`config.mk`:
```
export PLATFORM = sky130hd
export DESIGN_NAME = tkvt_slot_match
export DESIGN_NICKNAME = d
export VERILOG_FILES = /design/src/tkvt_pkg.sv /design/src/tkvt_slot_match.sv
export SDC_FILE = /design/constraint.sdc
export NUM_CORES = 1
export LEC_CHECK = 0
export BUFFER_PORTS_ARGS = -buffer_cell sky130_fd_sc_hd__buf_2
export CORE_MARGIN = 5
export CORE_UTILIZATION = 24
export DETAILED_ROUTE_END_ITERATION = 8
export PLACE_DENSITY = 0.91
export SETUP_SLACK_MARGIN = 0.4
export SLEW_MARGIN = 20
export SYNTH_ARGS = -nofsm -noshare
export SYNTH_HDL_FRONTEND = slang
export SYNTH_SLANG_ARGS = --single-unit
```
`constraint.sdc`:
```
create_clock -name vclk -period 2.8
set_input_delay 0.56 -clock vclk [all_inputs]
set_output_delay 0.56 -clock vclk [all_outputs]
set_load 0.005 [all_outputs]
```
`src/tkvt_pkg.sv`:
```
`timescale 1ns / 1ps
// ----------------------------------------------------------------------------
// tkvt_pkg
// Shared types and defaults for the thread-keyed value table.
// ----------------------------------------------------------------------------
package tkvt_pkg;

    localparam int KEYS_DEF  = 32;
    localparam int SLOTS_DEF = 256;

    localparam int TID_W = 32;
    localparam int KEY_W = 6;
    localparam int VAL_W = 32;

    typedef enum logic [1:0] {
        FN_CREATE = 2'd0,
        FN_SET    = 2'd1,
        FN_GET    = 2'd2,
        FN_DELETE = 2'd3
    } func_t;

    // one slot of the table as held in the slot RAM
    typedef struct packed {
        logic             in_use;
        logic [KEY_W-1:0] key;
        logic [TID_W-1:0] thread_id;
        logic [VAL_W-1:0] value;
    } slot_entry_t;

    // result of comparing one slot against the current request
    typedef struct packed {
        logic hit;      // in use, same thread and key
        logic key_hit;  // in use, same key (any thread)
        logic free;     // not in use
    } slot_match_t;

endpackage

```
`src/tkvt_slot_match.sv`:
```
`timescale 1ns / 1ps
// ----------------------------------------------------------------------------
// tkvt_slot_match
// Compare unit shared by every slot scan: checks one slot against thread and key.
// ----------------------------------------------------------------------------
module tkvt_slot_match (
    input  tkvt_pkg::slot_entry_t          entry,
    input  logic [tkvt_pkg::TID_W-1:0]     thread_id,
    input  logic [tkvt_pkg::KEY_W-1:0]     key,
    output tkvt_pkg::slot_match_t          result
);
    import tkvt_pkg::*;

    logic key_eq;
    logic tid_eq;

    assign key_eq = (entry.key == key);
    assign tid_eq = (entry.thread_id == thread_id);

    assign result.hit     = entry.in_use & key_eq & tid_eq;
    assign result.key_hit = entry.in_use & key_eq;
    assign result.free    = ~entry.in_use;

endmodule

```
* After elaboration in Yosys (flattened, before gate mapping)
Cells that the tools add are included.
Cells by class: shift operators 0, $add $sub $neg 0, mux-type cells 0, equality and inequality tests 2, reduce and logical (&&, ||, !) cells 0, multiply operators 0, magnitude comparators 0, divide/modulo/power cells 0, bitwise gates (word level) 3
Operators with widths (number):
- $eq 32x32->1 | 1
- $eq 6x6->1 | 1
- $and 1x1->1 | 2
- $not 1->1 | 1
Word-level totals: latch bits 0, bits in read-only memories 0, memory bits (writable) 0, memories 0, bits in registers 0

* Depth between registers and ports, before layout
word-level depth 3, mapped depth 4, gate-level depth less buffers 4

* Worst setup path before layout
No wires, ideal clock.
kind input to output, start point input port key[2] (netlist name), end point output port result[2] (netlist name), arrival 1228 ps, slack 1012 ps, stages on the path 3, data required time 2240 ps, cells stage by stage xor2_1 nor4_2 and3_1
RTL lines:
- from (decl) | line tkvt_slot_match.sv:9 | input logic [tkvt_pkg::KEY_W-1:0] key,
- to (decl) | line tkvt_slot_match.sv:10 | output tkvt_pkg::slot_match_t result

==> impl_results.md <==
- Final Hold Violating Endpoints: 0
- Startpoint class of the critical path: input pin
- Gr ovfl total: 0
- Register Area: 0 sq um
- Die footprint: around 2700 sq um
- Required time of the critical path: between 2 and 2.5 ns
- Hold path depth: 3
- Final setup fails: 0
- Internal cell power: around 0.076 mW
- Final wirelength: approximately 1600 um
- Detailed Routing Iterations Pass 1: 2
- Post-synth cell types: 7
- Post-cts resize count: 0
- WP buf/inv: 2
- CP top delay family: simple AND/OR/NAND/NOR gates
- Pin count of the biggest net entering global routing: 3
- RSZ-0062 raised after global routing: false
- Share of layout cells above drive strength 1: between 60% and 70%
- RePlAce Congestion: around 0.76
- First-pass GRT wire length: 2210 um
- Clock Power Share: 0%
- Peak VDD IR: 0.0000581 V
- # hold bufs at CTS: 0
- Cell Rows: 15
- Post-route non-filler standard cell count: about 160
- Slew @ Worst Pin: 0.273 ns
- Die height: between 50 and 60 um
- Net switching power: 0.0414 mW
- Num sequential: 0
- CP max FO: 1
- GRT Overall Usage: about a tenth
- Vias/cell: about 4.1
- Initial antenna violation count: 0
- Highest-delay cell along the critical path: nor4_1
- Placement Setup Slack: approximately 0.65 ns
- Number of placed instances, taps included: ~160
- Switching part of the total: a little over a third
- Ant. Diodes: 0
- Period utilisation layout: 75.0%
- Mapped Area: between 400 and 500 sq um
- Post-DR wirelength/cell: a little over 10 um
- WHS Endpoint: result[0]
- Area Growth Syn to Fin: 102%
- Post-CTS setup buffer count: 0
- NumNets Final: ~240
- Endpoint class of the critical path: primary output
- Vias in the first global route: between 500 and 600
- Post-synthesis sequential area ratio: 0%
- PwrDens: 137 nW/um^2
- Slew Limit Fails: 0
- Post-Syn Area per Cell: around 8.2 sq um
- Max-cap viol count: 0
- Max incr delay on CP: about 0.32 ns
- YS warnings: 0
- DR DRC count: 0
- CP Data Arrival Time: roughly 1.5 ns
- Kind of critical path: input pin to primary output
- Routed Antenna Nets: 0
- TNS Setup: 0 ns
- Die Span X: between 50 and 60 um
- Tightest Hold Check Type: input pin to primary output
- Outcome: finished, final reports clean
- Worst Setup Slack, final: ~0.7 ns
- Drt initial violations: 4
- Io pins: roughly 110
- Leak pwr: 0.420 nW
- Sequential Power Share: 0%
- Crit path time final: 2.10 ns
- CP dominant cell by count: buf_2
- Clock buffers: 0
- Initial Util: 24.8%
- Vias: 648
- Layout fillers: 171
- Worst path cell trace: buf_2 -> xnor2_1 -> nand4_1 -> nor4_1 -> and3_1 -> buf_2
- Synth Net Count: ~160
- Std-Cell Core Area: 1710 sq um
- DP Wirelength: approximately 1600 um
- Highest Clock Rate: 0.476 GHz
- Worst relative slew slack: between 80% and 90%
- Min-Delay Startpoint: entry[70]
- Comb pwr share: 100.0%
- Port bufs: 80
- Post-synthesis instance total: 52
[cell usage in the layout (no fill, tap or decap)]
cell type / netlist / layout
xnor2_1: 35 / 35
nor4_2: 1 / 1
nor4_1: 2 / 2
and3_1: 1 / 1
xor2_1: 3 / 3
buf_2: 0 / 80
inv_1: 1 / 1
nand4_1: 9 / 9
[Yosys cell counts]
master   instances  share of area [%]
xnor2_1         35                 72
nand4_1          9                 13
xor2_1           3                6.2
nor4_1           2                2.9
and3_1           1                1.5
inv_1            1               0.88
nor4_2           1                2.9
[cell type report]
cell class         count  area, sq um  area share, %
multi-input cells     51          420           49.1
repair buffers        80          400           46.8
well taps             25         31.3           3.65
inverters              1         3.75          0.439
[logic make-up after synthesis]
logic type | Yosys count | share of synthesized area (%)
buf+inv | 1 | 0.884
xor+xnor | 38 | 78.5
simple gates | 13 | 20.6
[worst max-delay path by stage]
stage,startpoint,to,slack [ns],depth (start not counted)
2_1_floorplan,key[2],result[2],1.01,3
3_3_place_gp,thread_id[30],result[2],0.66,6
3_5_place_dp,thread_id[7],result[2],0.65,6
4_1_cts,thread_id[7],result[2],0.65,6
5_1_grt,thread_id[30],result[2],0.55,6
6_report,thread_id[7],result[2],0.70,6
[power groups by stage]
| stage | sequential, mW | clock [mW] | combinational, mW |
|---|---|---|---|
| after floorplan | 0 | 0 | 0.0522 |
| after global placement | 0 | 0 | 0.114 |
| after detailed placement | 0 | 0 | 0.119 |
| after CTS | 0 | 0 | 0.119 |
| after global routing | 0 | 0 | 0.128 |
| final | 0 | 0 | 0.117 |
[worst min-delay path: cells and delay by family]
kind                   cells  cell delay (ns)
buffers and inverters      3             0.22
[stage by stage]
step	hold slack, ns	power, mW	instance area (sq um)	utilization [%]
after floorplan	1.15	0.0522	424	-
final	1.35	0.117	856	50.1
after detailed placement	1.35	0.119	856	50.1
after global placement	1.35	0.114	856	50.1
after CTS	1.35	0.119	856	50.1
after global routing	1.37	0.128	856	50.1
[per-layer routing]
layer  global-route usage [%]  routed length [um]  vias to the layer above
met4                        0                   0                        0
met3                    0.573                 203                        0
met5                        0                   0                        -
met1                     10.7                 500                      267
li1                         -                   -                      340
met2                     22.6                 916                       41
Note: power is estimated with default switching activity, not from simulation.
